`src/cdpt_pkg.sv`:
```
package cdpt_pkg;

    localparam int EXT_W = 64;
    localparam int NET_W = 16;
    localparam int IDX_OUT_W = 5;

    // One table entry as it sits in the memory.
    typedef struct packed {
        logic [EXT_W-1:0] ext_addr;
        logic [NET_W-1:0] net_addr;
        logic             seen;
        logic             online;
    } entry_t;

    // One result item.
    typedef struct packed {
        logic                 kind;
        logic [IDX_OUT_W-1:0] entry_index;
        logic                 entry_valid;
        logic                 newly_joined;
        logic                 table_full;
        logic                 is_online;
        logic [EXT_W-1:0]     entry_ext_addr;
        logic [NET_W-1:0]     entry_net_addr;
        logic                 last;
    } result_t;

    typedef enum logic [1:0] {
        ST_IDLE,
        ST_SEARCH,
        ST_SWEEP,
        ST_REPORT
    } state_t;

    localparam logic FUNC_REPORT = 1'b0;
    localparam logic FUNC_SWEEP  = 1'b1;

endpackage

```
`src/cdpt_if.sv`:
```
// Request channel: one report or sweep item.
interface cdpt_req_if;
    logic                        valid;
    logic                        ready;
    logic                        func;
    logic [cdpt_pkg::EXT_W-1:0]  ext_addr;
    logic [cdpt_pkg::NET_W-1:0]  net_addr;

    modport source (output valid, func, ext_addr, net_addr, input ready);
    modport sink (input valid, func, ext_addr, net_addr, output ready);
endinterface

// Response channel: one entry status or report answer.
interface cdpt_rsp_if;
    logic                            valid;
    logic                            ready;
    logic                            kind;
    logic [cdpt_pkg::IDX_OUT_W-1:0]  entry_index;
    logic                            entry_valid;
    logic                            newly_joined;
    logic                            table_full;
    logic                            is_online;
    logic [cdpt_pkg::EXT_W-1:0]      entry_ext_addr;
    logic [cdpt_pkg::NET_W-1:0]      entry_net_addr;
    logic                            last;

    modport source (output valid, kind, entry_index, entry_valid, newly_joined, table_full,
                    is_online, entry_ext_addr, entry_net_addr, last, input ready);
    modport sink (input valid, kind, entry_index, entry_valid, newly_joined, table_full,
                  is_online, entry_ext_addr, entry_net_addr, last, output ready);
endinterface

```
`src/child_device_presence_table.sv`:
```
// Channel | Dir | Payload                                   | Handshake
// req     | in  | func, ext_addr, net_addr                  | valid/ready
// rsp     | out | kind, entry_index, entry_valid, newly_joined, table_full,
//         |     | is_online, entry_ext_addr, entry_net_addr, last | valid/ready
//
// One item at a time; the search reads one entry per cycle from the entry memory.
// A report search stops at the matching slot; a miss appends a new entry, or is rejected
// when the table is full. A report or sweep on an empty table skips the search.
// A sweep does one read-modify-write per entry.
// Reset clears the fill count and control state; entry contents are not cleared.
// The search runs on under a stalled rsp; the answer and each sweep step wait while the output
// register holds an item that rsp has not taken.
module child_device_presence_table #(
    parameter int MAX_ENTRIES = 32
) (
    input  logic        clk,
    input  logic        rst_n,
    cdpt_req_if.sink    req,
    cdpt_rsp_if.source  rsp
);

    localparam int IDX_W = (MAX_ENTRIES > 1) ? $clog2(MAX_ENTRIES) : 1;
    localparam int CNT_W = $clog2(MAX_ENTRIES + 1);

    // Entry memory: one write and one registered read per cycle.
    cdpt_pkg::entry_t mem [MAX_ENTRIES];
    cdpt_pkg::entry_t rd_q;

    logic             rd_en;
    logic [IDX_W-1:0] rd_addr;
    logic             wr_en;
    logic [IDX_W-1:0] wr_addr;
    cdpt_pkg::entry_t wr_data;

    // Control state.
    cdpt_pkg::state_t state_reg, state_next;
    logic [IDX_W-1:0] idx_reg, idx_next;
    logic [CNT_W-1:0] count_reg, count_next;
    logic             func_reg, func_next;
    logic             fresh_reg, fresh_next;   // report appends a new entry
    logic             rej_reg, rej_next;       // answer names no entry
    logic             rsp_valid_reg, rsp_valid_next;

    // Payload.
    logic [cdpt_pkg::EXT_W-1:0] ext_reg;
    logic [cdpt_pkg::NET_W-1:0] net_reg;
    cdpt_pkg::result_t          rsp_reg;

    logic              load_in;
    logic              res_load;
    cdpt_pkg::result_t res_data;
    logic              out_free;
    logic [CNT_W-1:0]  idx_plus1;
    logic              is_last;
    logic              is_match;

    assign out_free  = !rsp_valid_reg || rsp.ready;
    assign idx_plus1 = CNT_W'(idx_reg) + CNT_W'(1);
    assign is_last   = (idx_plus1 == count_reg);
    assign is_match  = (rd_q.ext_addr == ext_reg);

    always_comb
    begin
        state_next = state_reg;
        idx_next   = idx_reg;
        count_next = count_reg;
        func_next  = func_reg;
        fresh_next = fresh_reg;
        rej_next   = rej_reg;
        rd_en      = 1'b0;
        rd_addr    = idx_reg + IDX_W'(1);
        wr_en      = 1'b0;
        wr_addr    = idx_reg;
        wr_data    = '0;
        load_in    = 1'b0;
        res_load   = 1'b0;
        res_data   = '0;
        req.ready  = 1'b0;

        unique case (state_reg)
            cdpt_pkg::ST_IDLE:
            begin
                req.ready = 1'b1;
                if (req.valid)
                begin
                    load_in    = 1'b1;
                    func_next  = req.func;
                    idx_next   = '0;
                    fresh_next = 1'b0;
                    rej_next   = 1'b0;
                    if (count_reg == '0)
                    begin
                        // empty table: sweep answers with no entry, report appends slot 0
                        if (req.func == cdpt_pkg::FUNC_SWEEP)
                            rej_next = 1'b1;
                        else
                            fresh_next = 1'b1;
                        state_next = cdpt_pkg::ST_REPORT;
                    end
                    else
                    begin
                        rd_en   = 1'b1;
                        rd_addr = '0;
                        state_next = (req.func == cdpt_pkg::FUNC_SWEEP) ?
                                     cdpt_pkg::ST_SWEEP : cdpt_pkg::ST_SEARCH;
                    end
                end
            end

            cdpt_pkg::ST_SEARCH:
            begin
                // rd_q holds entry idx_reg; prefetch the next one
                if (is_match)
                begin
                    state_next = cdpt_pkg::ST_REPORT;
                end
                else if (is_last)
                begin
                    if (count_reg == CNT_W'(MAX_ENTRIES))
                    begin
                        rej_next = 1'b1;
                        idx_next = '0;
                    end
                    else
                    begin
                        fresh_next = 1'b1;
                        idx_next   = IDX_W'(count_reg);
                    end
                    state_next = cdpt_pkg::ST_REPORT;
                end
                else
                begin
                    rd_en    = 1'b1;
                    idx_next = idx_reg + IDX_W'(1);
                end
            end

            cdpt_pkg::ST_SWEEP:
            begin
                if (out_free)
                begin
                    // seen entries go online and drop seen; others go offline
                    wr_en            = 1'b1;
                    wr_data          = rd_q;
                    wr_data.seen     = 1'b0;
                    wr_data.online   = rd_q.seen;
                    res_load             = 1'b1;
                    res_data.kind        = cdpt_pkg::FUNC_SWEEP;
                    res_data.entry_index = cdpt_pkg::IDX_OUT_W'(idx_reg);
                    res_data.entry_valid = 1'b1;
                    res_data.is_online   = rd_q.seen;
                    res_data.entry_ext_addr = rd_q.ext_addr;
                    res_data.entry_net_addr = rd_q.net_addr;
                    res_data.last        = is_last;
                    if (is_last)
                    begin
                        state_next = cdpt_pkg::ST_IDLE;
                    end
                    else
                    begin
                        rd_en    = 1'b1;
                        idx_next = idx_reg + IDX_W'(1);
                    end
                end
            end

            cdpt_pkg::ST_REPORT:
            begin
                if (out_free)
                begin
                    res_load             = 1'b1;
                    res_data.kind        = func_reg;
                    res_data.entry_index = cdpt_pkg::IDX_OUT_W'(idx_reg);
                    res_data.entry_valid = !rej_reg;
                    res_data.newly_joined = fresh_reg;
                    res_data.table_full  = rej_reg && (func_reg == cdpt_pkg::FUNC_REPORT);
                    res_data.is_online   = !rej_reg;
                    res_data.entry_ext_addr = rej_reg ? '0 : ext_reg;
                    res_data.entry_net_addr = rej_reg ? '0 : net_reg;
                    res_data.last        = 1'b1;
                    if (!rej_reg)
                    begin
                        wr_en            = 1'b1;
                        wr_data.ext_addr = ext_reg;
                        wr_data.net_addr = net_reg;
                        wr_data.seen     = 1'b1;
                        wr_data.online   = 1'b1;
                    end
                    if (fresh_reg)
                        count_next = count_reg + CNT_W'(1);
                    state_next = cdpt_pkg::ST_IDLE;
                end
            end

            default:
            begin
                state_next = cdpt_pkg::ST_IDLE;
            end
        endcase

        rsp_valid_next = res_load ? 1'b1 : (rsp.ready ? 1'b0 : rsp_valid_reg);
    end

    always_ff @(posedge clk or negedge rst_n)
    begin
        if (!rst_n)
        begin
            state_reg     <= cdpt_pkg::ST_IDLE;
            idx_reg       <= '0;
            count_reg     <= '0;
            func_reg      <= 1'b0;
            fresh_reg     <= 1'b0;
            rej_reg       <= 1'b0;
            rsp_valid_reg <= 1'b0;
        end
        else
        begin
            state_reg     <= state_next;
            idx_reg       <= idx_next;
            count_reg     <= count_next;
            func_reg      <= func_next;
            fresh_reg     <= fresh_next;
            rej_reg       <= rej_next;
            rsp_valid_reg <= rsp_valid_next;
        end
    end

    // Hold the reported addresses and the outgoing item.
    always_ff @(posedge clk)
    begin
        if (load_in)
        begin
            ext_reg <= req.ext_addr;
            net_reg <= req.net_addr;
        end
        if (res_load)
            rsp_reg <= res_data;
    end

    // Entry memory; read and write never hit the same slot in one cycle.
    always_ff @(posedge clk)
    begin
        if (wr_en)
            mem[wr_addr] <= wr_data;
        if (rd_en)
            rd_q <= mem[rd_addr];
    end

    assign rsp.valid          = rsp_valid_reg;
    assign rsp.kind           = rsp_reg.kind;
    assign rsp.entry_index    = rsp_reg.entry_index;
    assign rsp.entry_valid    = rsp_reg.entry_valid;
    assign rsp.newly_joined   = rsp_reg.newly_joined;
    assign rsp.table_full     = rsp_reg.table_full;
    assign rsp.is_online      = rsp_reg.is_online;
    assign rsp.entry_ext_addr = rsp_reg.entry_ext_addr;
    assign rsp.entry_net_addr = rsp_reg.entry_net_addr;
    assign rsp.last           = rsp_reg.last;

endmodule

```
`src/flat_wrapper.sv`:
```
// flat-port wrapper written by rule: the top's interface ports become plain ports
module child_device_presence_table_flat 
#(
    parameter int MAX_ENTRIES = 32
)
  (clk, rst_n, req_valid, req_func, req_ext_addr, req_net_addr, req_ready, rsp_valid, rsp_kind, rsp_entry_index, rsp_entry_valid, rsp_newly_joined, rsp_table_full, rsp_is_online, rsp_entry_ext_addr, rsp_entry_net_addr, rsp_last, rsp_ready);
  cdpt_req_if req_i ();
  cdpt_rsp_if rsp_i ();
  input  logic clk;
  input  logic rst_n;
  input wire logic [$bits(req_i.valid)-1:0] req_valid;
  input wire logic [$bits(req_i.func)-1:0] req_func;
  input wire logic [$bits(req_i.ext_addr)-1:0] req_ext_addr;
  input wire logic [$bits(req_i.net_addr)-1:0] req_net_addr;
  output wire logic [$bits(req_i.ready)-1:0] req_ready;
  output wire logic [$bits(rsp_i.valid)-1:0] rsp_valid;
  output wire logic [$bits(rsp_i.kind)-1:0] rsp_kind;
  output wire logic [$bits(rsp_i.entry_index)-1:0] rsp_entry_index;
  output wire logic [$bits(rsp_i.entry_valid)-1:0] rsp_entry_valid;
  output wire logic [$bits(rsp_i.newly_joined)-1:0] rsp_newly_joined;
  output wire logic [$bits(rsp_i.table_full)-1:0] rsp_table_full;
  output wire logic [$bits(rsp_i.is_online)-1:0] rsp_is_online;
  output wire logic [$bits(rsp_i.entry_ext_addr)-1:0] rsp_entry_ext_addr;
  output wire logic [$bits(rsp_i.entry_net_addr)-1:0] rsp_entry_net_addr;
  output wire logic [$bits(rsp_i.last)-1:0] rsp_last;
  input wire logic [$bits(rsp_i.ready)-1:0] rsp_ready;
  assign req_i.valid = req_valid;
  assign req_i.func = req_func;
  assign req_i.ext_addr = req_ext_addr;
  assign req_i.net_addr = req_net_addr;
  assign req_ready = req_i.ready;
  assign rsp_valid = rsp_i.valid;
  assign rsp_kind = rsp_i.kind;
  assign rsp_entry_index = rsp_i.entry_index;
  assign rsp_entry_valid = rsp_i.entry_valid;
  assign rsp_newly_joined = rsp_i.newly_joined;
  assign rsp_table_full = rsp_i.table_full;
  assign rsp_is_online = rsp_i.is_online;
  assign rsp_entry_ext_addr = rsp_i.entry_ext_addr;
  assign rsp_entry_net_addr = rsp_i.entry_net_addr;
  assign rsp_last = rsp_i.last;
  assign rsp_i.ready = rsp_ready;
  child_device_presence_table #(.MAX_ENTRIES(MAX_ENTRIES)) u_core (.clk(clk), .rst_n(rst_n), .req(req_i), .rsp(rsp_i));
endmodule
```
`config.mk`:
```
export PLATFORM = sky130hd
export DESIGN_NAME = child_device_presence_table_flat
export DESIGN_NICKNAME = d
export VERILOG_FILES = /design/src/cdpt_pkg.sv /design/src/cdpt_if.sv /design/src/child_device_presence_table.sv /design/src/flat_wrapper.sv
export SDC_FILE = /design/constraint.sdc
export NUM_CORES = 2
export LEC_CHECK = 0
export BUFFER_PORTS_ARGS = -buffer_cell sky130_fd_sc_hd__buf_2
export CAP_MARGIN = 15
export CORE_MARGIN = 2
export CORE_UTILIZATION = 35
export CTS_BUF_LIST = sky130_fd_sc_hd__clkbuf_4 sky130_fd_sc_hd__clkbuf_8
export CTS_CLUSTER_DIAMETER = 80
export DETAILED_ROUTE_END_ITERATION = 10
export PLACE_DENSITY = 0.58
export SLEW_MARGIN = 10
export SYNTH_ARGS = -nofsm -noshare
export SYNTH_HDL_FRONTEND = slang
export SYNTH_SLANG_ARGS = --single-unit
export TNS_END_PERCENT = 20
```
`constraint.sdc`:
```
create_clock -name clk -period 22.7 [get_ports clk]
set_input_delay 2.27 -clock clk [delete_from_list [all_inputs] [get_ports clk]]
set_output_delay 2.27 -clock clk [all_outputs]
set_load 0.01 [all_outputs]
```
==> Word level (Yosys, flattened, before mapping) <==
Memories as Yosys holds them, arrays and structs flattened. A register that Yosys moved wholly into a read port is not among the register bits.
Index checks and enable logic that the tools add are counted.
{ "word_totals": {"reg_bits": 188, "mem_bits_rw": 2624, "inputBits": 85, "output_inout_bits": 93, "elab_cells": 118, "mem_count": 1} }
{ "op_classes": {"n_addsub": 3, "n_eq_ne": 16, "muxes": 62, "bitwise_logic": 1, "reduce_logical": 17} }
{ "memory_table": {"columns": ["memory", "words", "width", "rd", "rd_clocked_by_memory_dff", "wr", "line", "rtl"], "rows": [
  ["u_core.mem", 32, 82, 1, 1, 1, "child_device_presence_table.sv:26", "cdpt_pkg::entry_t mem [MAX_ENTRIES];"]
]} }
{ "ops": {"columns": ["cell", "count"], "rows": [
  ["2-to-1 mux 82 bit", 4],
  ["case mux 82 bit (2 select lines)", 2],
  ["2-to-1 mux 91 bit", 1],
  ["equality test 64 bit", 1],
  ["2-to-1 mux 64 bit", 1],
  ["2-to-1 mux 5 bit", 9],
  ["2-to-1 mux 1 bit", 28],
  ["AND reduction 5 bit", 4],
  ["2-to-1 mux 16 bit", 1],
  ["2-to-1 mux 2 bit", 8],
  ["case mux 5 bit (3 select lines)", 1],
  ["case mux 7 bit (2 select lines)", 1],
  ["inequality test 2 x 1 -> 1 bit, second input constant", 5],
  ["inequality test 2 bit, second input constant", 4],
  ["case mux 2 bit (4 select lines)", 1],
  ["2-to-1 mux 7 bit", 1],
  ["adder 5 x 1 -> 6 bit, second input constant", 1],
  ["adder 6 x 1 -> 6 bit, second input constant", 1],
  ["equality test 6 bit", 1],
  ["equality test 6 bit, second input constant", 1],
  ["logical NOT 6 bit", 1],
  ["case mux 1 bit (2 select lines)", 3],
  ["adder 5 x 1 -> 5 bit, second input constant", 1],
  ["equality test 2 bit, second input constant", 2],
  ["13 further kinds", 16]
]} }

==> Logic depth before layout (Yosys ltp) <==
{ "depth": {"depth_word": 6, "mapped_depth": 17} }

==> Least setup slack after synthesis <==
OpenSTA, ideal clock, no wires.
{ "synth_timing": {"path_type": "in2reg", "startpoint": "in req_valid", "endpoint": "reg, netlist name u_core.rd_q[10]", "setup_time_ns": 0.651, "arrival_time_ns": 9.333, "required_ns": 22.049, "path_slack_ns": 12.716, "cell_stages": 7, "cell_sequence": "nand2_1 a21o_1 buf_4 buf_2 buf_2 buf_1 a221oi_1"} }
{ "synth_between": {"elab_chain_len": 2, "word_cells_on_any_way": 4} }
{ "synth_rtl": {"columns": ["element", "line", "rtl"], "rows": [
  ["from (decl)", "flat_wrapper.sv:11", "input wire logic [$bits(req_i.valid)-1:0] req_valid;"],
  ["2-to-1 mux 1 bit", "child_device_presence_table.sv:84", "if (req.valid)"],
  ["case mux 1 bit (3 select lines)", "child_device_presence_table.sv:80", "unique case (state_reg)"],
  ["named net u_core.rd_en", "child_device_presence_table.sv:29", "logic rd_en;"]
]} }
The timed path passes the listed nets, and every way through them passes these cells.
A chain may end at the register's enable or synchronous reset.

==> Final worst setup path <==
{ "layout_timing": {"startpoint": "in req_valid", "endpoint": "reg, netlist name u_core.rd_q[48]"} }
{ "layout_between": {"elab_chain_len": 2, "word_cells_on_any_way": 4} }
{ "layout_rtl": {"columns": ["element", "line"], "rows": [
  ["2-to-1 mux 1 bit / 2-to-1 mux 5 bit (equally long branches)", "child_device_presence_table.sv:84"],
  ["case mux 1 bit (3 select lines) / 2-to-1 mux 5 bit (equally long branches)", "child_device_presence_table.sv:80"]
]} }
Parallel ways exist; a longest one is shown, timed or not.

==> impl_metrics.ini <==
[critical_path]
worst_setup_path_end_kind = register
worst-setup-path-type = in2reg
critPathLaunchType = input port
worstPathCellList = buf_2 > nand2_4 > a21o_4 > buf_12 > buf_4 > nand2_4 > nand2_4 > buf_4 > a211oi_1 > nor4_1 > a31oi_1
critPathArrivalTime_ns = 7.58
startpoint = req_valid
path_common_cell = nand2_4
slowest_delay_ns = 1.01
path_max_fanout = 114
cpMaxStageDelayCell = nand2_4
reg2reg_from = u_core.idx_reg[0]$_DFFE_PN0P_
required_ns = 23.44

[cells_and_area]
drive_gt1_share_pct = 14.9
postLayoutCoreUtil_pct = 39.6
largest_reg_flops = 2592
design_area_um2 = 130000
nets = 7896
syn_to_final_growth_pct = 12.8
top_regs = u_core.mem: 2592 flops, u_core.rd_q: 81 flops
largest_register = u_core.mem

[pwr]
ir_drop_uv = 212
power_density_nw_per_um2 = 128
p_leak_nw = 40.5

[synth]
synth_edf_count = 2844
ys_seq_area_share_pct = 74.2
yosys_warnings = 0
synth_ff_type = edfxtp_1
synth.most_common_cell = edfxtp_1
syn_area_um2 = 116000
yosysTopAreaCellShare_pct = 73.9
synth_commonest_cells = edfxtp_1 (2844), nand3_1 (720), nand2_1 (625)
avgSynthCellArea_um2 = 15.1
netlist_top_cells_area = edfxtp_1 (74%), nand3_1 (3.1%), mux2i_1 (3.1%)
synthArstFlopShare_pct = 0.594
synth_nets = 7728
synthCells = 7632
synth_cell_types = 64
synth_top_cell_by_area = edfxtp_1
synth-seq-cells = 2861

[sta]
worst_pin_slew_ns = 1.29
rsz0062_at_grt = false
setup_viol = 0
clock.fmax_ghz = 0.146
drv_slew = 0
hold_viol_final = 0
period_needed_ns = 6.85
finalCritPeriodShare_pct = 30.2
setup-tns-final_ns = 0
clock_skew_ns = 0.0890
slew_headroom_pct = 14.1

[drt]
drtIter0Drc = 11900
via_per_inst = 6.14
wl_per_cell_um = 32.0
first_pass_iters = 10
wirelength_mm = 401
drc = 0
vias = 76900
drtAntennaViolNets = 0

[global_routing]
grt_overflow = 0
grt_pass1_vias = 74500
grt_usage_pct = 23.2
grt_max_degree = 169
grt_pass1_wl_mm = 562
antenna_found_initial = 21

[floorplanning]
start_util_pct = 35.1
fp.dieH_um = 579
core_area_um2 = 329000
die_area_um2 = 335000
chipWidth_um = 579
rows = 211
num_io_pins = 178

[clocking]
cts_resized = 0
cts-root-buf = clkbuf_8
cts_buffer_depth = 4
clk_latency_ns = 1.08
cts_tree = built
h-tree-depth = 5
clkTransAtPathRegs_ns = 0.06
postCtsSetupRepairBufs = 0
clock-sinks = 2861
postCtsHoldBufs = 0
numCtsBuffers = 449

[job]
max_cap_violations = 0

[placement]
gp_congestion = 0.805
numPortBuffers = 177
post_dp_cell_area_um2 = 121000
dp_hpwl_mm = 195

[status]
status = finished, final reports clean

[hold_path]
holdCritPathClass = reg2reg
hp-start = u_core.func_reg$_DFFE_PN0P_
[per-stage QoR]
step                      std cells  worst slack (ns)  hold slack [ns]  power [W]
after floorplan                7632             12.72            0.469     0.0100
after global placement        11700             15.08            0.533     0.0121
after detailed placement      11700             14.99            0.533     0.0122
after CTS                     12500             16.09            0.550     0.0165
after global routing          12500             15.96            0.592     0.0171
final                         12500             15.85            0.563     0.0166
[metal layers]
metal / vias to the layer above / share of wire, % / track usage (%)
met4: 12 / 4.9 / 10.8
met3: 931 / 11 / 4.55
met1: 39300 / 39 / 31.7
met2: 5393 / 45 / 35.5
met5: - / 0.021 / 0
li1: 31300 / - / -
[layout make-up]
| cell class | count | area (µm²) |
|---|---|---|
| Fill cell | 30200 | 199000 |
| Multi-Input combinational cell | 4105 | 27500 |
| Tap cell | 4366 | 5460 |
| Clock inverter | 199 | 1280 |
| Sequential cell | 2861 | 85800 |
| Inverter | 11 | 56.3 |
| Clock buffer | 602 | 7350 |
| Antenna cell | 5 | 12.5 |
| Timing Repair Buffer | 372 | 2840 |
[cell families (layout without fill, tap and decap cells)]
group                    after synthesis  in the layout  share of synthesized area [%]
flip-flops                          2861           2861                           74.2
AND/OR/NAND/NOR                     2069           2069                           8.81
AO/OA/AOI/OAI                       1516           1516                           10.0
buffers and inverters                666           1184                           2.35
multiplexers                         432            432                           3.83
XOR/XNOR                              77             77                          0.602
adder cells (fa/ha/maj)               11             11                          0.119
other                                  0              5                              0
[report_power, final]
group | internal [W] | switching [W] | leakage, nW | total [W]
sequential | 0.00688 | 0.000258 | 26.5 | 0.00714
clock | 0.00225 | 0.00206 | 4.54 | 0.00431
combinational | 0.00125 | 0.00393 | 9.45 | 0.00518
total | 0.0104 | 0.00625 | 40.5 | 0.0166
[path summary, 6_finish.rpt]
kind,to,slack [ns],cells after the start
setup / recovery,u_core.rd_q[48]$_DFFE_PP_,15.85,11
hold / removal,u_core.func_reg$_DFFE_PN0P_,0.56,2
setup reg to reg,u_core.rd_q[48]$_DFFE_PP_,16.15,12
hold reg to reg,u_core.func_reg$_DFFE_PN0P_,0.56,2
max in group asynchronous,u_core.idx_reg[0]$_DFFE_PN0P_,21.18,1
min in group asynchronous,u_core.fresh_reg$_DFFE_PN0P_,1.15,1
[cells in the final DEF, fill, tap and decap left out, types with 80 or more instances in the layout]
cell	n
nand4_1	92
o21ai_0	89
clkbuf_8	452
buf_4	148
nand2_1	619
nor2b_1	87
a22oi_1	86
and3_1	148
edfxtp_1	2844
mux2i_1	356
nand3_1	720
clkbuf_4	150
clkinv_1	121
buf_2	177
a211oi_1	230
nor3_1	153
a31oi_1	169
a21oi_1	159
o2111ai_1	246
a221oi_1	173
o2111a_1	80
[worst max-delay path: cells and delay by family]
family	cells	cell delay, ns
AOI/OAI and AO/OA	3	0.31
buffers and inverters	4	2.31
and+or+nand+nor	4	2.33
Note: power is estimated with default switching activity, not from simulation.
